File: config.mk
export PLATFORM = sky130hd
export DESIGN_NAME = pip_ram
export DESIGN_NICKNAME = d
export VERILOG_FILES = /design/src/rtl/pip_ram.sv
export SDC_FILE = /design/constraint.sdc
export NUM_CORES = 1
export LEC_CHECK = 0
export BUFFER_PORTS_ARGS = -buffer_cell sky130_fd_sc_hd__buf_2
export CAP_MARGIN = 0
export CORE_ASPECT_RATIO = 0.5
export CORE_MARGIN = 3
export CORE_UTILIZATION = 35
export DETAILED_ROUTE_END_ITERATION = 10
export GPL_ROUTABILITY_DRIVEN = 1
export GPL_TIMING_DRIVEN = 0
export HOLD_SLACK_MARGIN = 0.1
export SLEW_MARGIN = 20
export SYNTH_ARGS = -nofsm -noshare
export SYNTH_HDL_FRONTEND = slang
export SYNTH_SLANG_ARGS = --single-unit
File: constraint.sdc
create_clock -name clk -period 2.9 [get_ports clk]
set_clock_uncertainty 0.2 [all_clocks]
set_input_delay 0.58 -clock clk [delete_from_list [all_inputs] [get_ports clk]]
set_output_delay 0.58 -clock clk [all_outputs]
set_load 0.02 [all_outputs]
File: src/rtl/pip_ram.sv
module pip_ram #(
	parameter int WIDTH = 8,
	parameter int DEPTH = 16,
	localparam int AW = $clog2(DEPTH)
) (
	input  logic             clk,
	input  logic             we,
	input  logic [AW-1:0]    waddr,
	input  logic [WIDTH-1:0] wdata,
	input  logic             re,
	input  logic [AW-1:0]    raddr,
	output logic [WIDTH-1:0] rdata
);

	logic [WIDTH-1:0] mem_q [DEPTH];

	always_ff @(posedge clk) begin
		if (we) begin
			mem_q[waddr] <= wdata;
		end
		if (re) begin
			rdata <= mem_q[raddr];
		end
	end

endmodule

==> results.cfg, run 1 <==
[critical_path]
path_delay_family = multiplexers
start_kind = input port
cp-end-kind = flop
worst-path-buf-inv = 2
cp_common_cell = buf_6
r2r_end = rdata[3]
cp.required_ns = 2.85
path_max_fanout = 10
rrSetupSlack_ns = 1.01
criticalPathCategory = in2reg
rr_startpoint = mem_q[2][3]
ff2ff_path_depth = 3
cp_slowest_cell = mux4_1
path_cells = buf_6 -> buf_6 -> mux4_1 -> a22oi_1 -> nand2_1
slowest_delay_ns = 0.60
crit_arrival_ns = 2.01

[cells_and_area]
area_growth_pct = 17.8
drive_gt1_share_pct = 29.0
final_common_cell = edfxtp_1
final_util_pct = 43.8
final_area_um2 = 6160
final_nets = 292
num_antenna_cells = 0
final_cell_mix = edfxtp_1 (136), buf_2 (28), mux4_2 (18), clkbuf_16 (17), a22oi_1 (16)

[routing]
finalWirelength_um = 10300
vias_per_cell = 5.13
wl_per_cell_um = 21.6
drt-initial-drc-count = 292
drc = 0
ant_nets = 0
dr_total_vias = 2453
drt_first_pass_iters = 5

[logic_synthesis]
synth_area_leaders = edfxtp_1 (78%), mux4_2 (7.8%), mux4_1 (7.0%)
synth_seq_area_share_pct = 78.1
synthCells = 229
yosys_warnings = 0
synth_top_area_cell = edfxtp_1
synth_seq_cells = 136
postSynthAreaPerCell_um2 = 22.8
synth_nets = 248
synth_cell_type_count = 18
synth_top_area_share_pct = 78.1
synth_area_um2 = 5230

[power_and_ir_drop]
p_per_area_nw_per_um2 = 721
ir_drop_uv = 435
leakage_uw = 0.00202

[place]
gp_congestion = 0.779
hpwl_um = 6730
portBuffers = 25
placed_cell_area_um2 = 5610

[global_route]
met1_usage_pct = 16.8
antenna_found_initial = 1
overflow = 0
grt_pass1_wl_um = 15500
grt_use_met3_pct = 3.73
grt_pass1_vias = 2625
grt_max_degree = 17
grt_usage_pct = 13.4
top_usage_layer = met2
grtUsageMet2_pct = 22.0

[sta]
drv_slew = 0
post-route-period-util_pct = 71.2
layout_min_cycle_time_ns = 2.06
hold_ws_ns = 0.302
tightest_slew_ns = 0.830
finalHoldViolCount = 0
slew_headroom_pct = 44.5
setup_viol_count_final = 0
totalNegativeSetupSlack_ns = 0
rsz0062_at_grt = false
max_freq_ghz = 0.484

[floorplan]
row_count = 30
die-area_um2 = 16500
die_h_um = 92.4
core-area_um2 = 14100
die_w_um = 179
start_util_pct = 37.1
ioPinCount = 27

[cts]
clock-sinks = 136
worstSkewPairLatency_ns = 0.41
clockBufferDepth = 2
postCtsSetupBuffers = 0
cts_tree = done
path_clk_slew_ns = 0.06
cts_resized = 0
cts_root_buf = clkbuf_16
cts_hold_buf = 0
cts_buffers = 17
cts_max_level = 4

[hold_path]
min-delay-start = re
min_path_cells = 1
holdCritPathClass = in2reg
min_to = rdata[6]

[run_status]
status = finished clean

[flow_run]
max-cap-violations = 0
[area by class of cell]
cell class	count	area [um^2]
tap	192	240
clock inverter	11	106
fill	1187	7920
buffer	10	86.3
multi-input combinational	83	1080
sequential	136	4080
clock buffer	21	440
timing repair buffer	25	125
[where the power goes]
group | total (uW) | switching [uW] | internal, uW | leakage (uW)
combinational | 224 | 138 | 85.6 | 0.000523
sequential | 2230 | 9.80 | 2220 | 0.00124
clock | 1990 | 745 | 1250 | 0.000263
total | 4440 | 893 | 3550 | 0.00202
[per-layer routing]
metal / share of wire (%) / vias up
met5: 0.13 / -
met4: 1.4 / 2
met3: 5.9 / 17
met2: 50 / 87
met1: 42 / 1280
li1: - / 1067
[worst max-delay path by stage]
stage | from | end | slack [ns] | cells after the start
3_5_place_dp | waddr[2] | mem_q[1][3] | 0.44 | 3
6_report | raddr[0] | rdata[3] | 0.84 | 5
3_3_place_gp | waddr[2] | mem_q[0][3] | 0.11 | 3
5_1_grt | raddr[0] | rdata[3] | 0.78 | 5
2_1_floorplan | waddr[2] | mem_q[0][0] | 0.63 | 2
4_1_cts | waddr[2] | mem_q[1][4] | 0.87 | 3
[worst reg2reg max path, cell delays in order, from the launching register on]
cell      delay, ns
edfxtp_1       0.36
mux4_1         0.53
a22oi_1        0.41
nand2_1        0.12
[stage by stage]
step	instances	setup slack [ns]	power [uW]
CTS	478	0.873	4470
global placement	446	0.106	2480
floorplan	229	0.627	2390
finish	478	0.836	4440
global route	478	0.778	4560
detailed placement	446	0.437	2490
[state kept, by name, summed over array words and instances, names as in the netlist]
register and count:
rdata 8, mem_q 128
[kinds of logic after synthesis]
kind of cell / Yosys count / share of synthesized area [%]
simple gates: 35 / 3.14
flops: 136 / 78.1
compound gates: 16 / 2.30
mux: 32 / 14.8
buf+inv: 10 / 1.65
[cells in the mapped netlist]
cell type,count
edfxtp_1,136
and2b_1,1
nand3b_1,2
mux4_2,18
buf_4,1
a22oi_1,16
nand2b_1,2
nand2_1,9
nor2b_1,1
nor2_1,13
buf_2,3
nor3_1,4
nand3_1,1
mux4_1,14
clkdlybuf4s25_2,3
buf_6,3
and2_1,1
or3b_2,1
Power figures use the tool's default switching activity.
==> run 2: changes to the inputs <==
Clock period 2.9 ns to 1.92 ns, I/O delays scaled along.
==> results.cfg, run 2 (same netlist as run 1, synthesis figures left out) <==
[run_status]
status = finished clean

[cts]
path_clk_slew_ns = 0.06
cts_max_level = 4
cts_hold_buf = 0
clockBufferDepth = 2
worstSkewPairLatency_ns = 0.41
cts_root_buf = clkbuf_16
cts_buffers = 17
cts_tree = done
clock-sinks = 136

[place]
portBuffers = 25
hpwl_um = 6920
gp_congestion = 0.778

[critical_path]
criticalPathCategory = reg2reg
rr_startpoint = mem_q[3][4]
cp-end-kind = flop
path_max_fanout = 1
crit_arrival_ns = 1.76
start_kind = flop
crit_path_start = mem_q[3][4]
cp.required_ns = 1.85

[routing]
vias_per_cell = 5.11
finalWirelength_um = 10500
ant_nets = 0
drt_first_pass_iters = 4
dr_total_vias = 2443
drt-initial-drc-count = 223
drc = 0
wl_per_cell_um = 21.9

[global_route]
grt_pass1_wl_um = 15500
overflow = 0
grt_usage_pct = 13.5
antenna_found_initial = 0
grt_max_degree = 17
grt_pass1_vias = 2628

[cells_and_area]
regMostFlops = mem_q
reg_top3 = mem_q: 128 flops, rdata: 8 flops
final_common_cell = edfxtp_1
register_area_um2 = 4080
final_cell_mix = edfxtp_1 (136), buf_2 (28), mux4_2 (18), clkbuf_16 (17)
drive_gt1_share_pct = 30.8
nFillCells = 1154
largest_reg_flops = 128
final_nets = 292
area_growth_pct = 19.7
multi_input_area_um2 = 1090
num_antenna_cells = 0

[floorplan]
ioPinCount = 27
row_count = 30
core-area_um2 = 14100
die_h_um = 92.4
die-area_um2 = 16500
start_util_pct = 37.1
die_w_um = 179

[power_and_ir_drop]
ir_drop_uv = 613
leakage_uw = 0.00206
p_per_area_nw_per_um2 = 1150

[sta]
setup_viol_count_final = 0
totalNegativeSetupSlack_ns = 0
layout_min_cycle_time_ns = 1.83
hold_ws_ns = 0.129
max_freq_ghz = 0.546
drv_slew = 0
slew_headroom_pct = 46.1
tightest_slew_ns = 0.806
finalHoldViolCount = 0
rsz0062_at_grt = false
post-route-period-util_pct = 95.4

[hold_path]
min-delay-start = re
holdCritPathClass = in2reg

[flow_run]
max-cap-violations = 0
[run 2: power by group]
part	total (uW)	leakage (uW)	switching, uW	internal, uW
logic	340	0.000523	209	130
registers	3360	0.00124	15.4	3350
clock network	3490	0.000298	1190	2300
[run 2: repair_timing]
| item | 4_1_cts | 5_1_grt |
|---|---|---|
| resized for setup | 0 | 2 |
| setup buffers | 0 | 0 |
| endpoints found under the setup margin | 0 | 2 |
[run 2: worst paths after layout]
kind	endpoint	slack, ns	cells after the start
worst min-delay path	rdata[3]	0.13	1
worst max-delay path	rdata[4]	0.09	3
worst min register to register	rdata[2]	0.57	3
worst max register to register	rdata[4]	0.09	3
[run 2: critical path, stage by stage, from the launching register on]
cell      delay, ns
edfxtp_1       0.35
mux4_2         0.50
a22oi_1        0.33
nand2_1        0.16
[run 2: layout make-up]
cell class | instances | area share [%]
plain buffers | 10 | 1.38
clock buffers | 19 | 6.92
clock inverters | 13 | 3.24
multi-input cells | 83 | 17.4
flip-flops and latches | 136 | 65.3
well taps | 192 | 3.84
repair buffers | 25 | 2.00
[run 2: metrics by stage]
step | utilization, % | total power [uW] | worst slack (ns) | instance area, um^2 | instances
floorplan | - | 3610 | 0.0536 | 5230 | 229
global placement | 39.8 | 3740 | -0.371 | 5600 | 446
detailed placement | 39.9 | 3760 | -0.379 | 5610 | 446
CTS | 44.4 | 7210 | 0.0566 | 6250 | 478
global route | 44.5 | 7380 | 0.0191 | 6260 | 478
finish | 44.5 | 7190 | 0.0890 | 6260 | 478
[run 2: per-layer routing]
metal	vias to the layer above	track usage [%]	part of all wire [%]
met5	-	0	0
met4	0	5.12	1.5
met3	16	5.57	7.3
met2	68	21.1	48
met1	1287	17.0	44
li1	1072	-	-
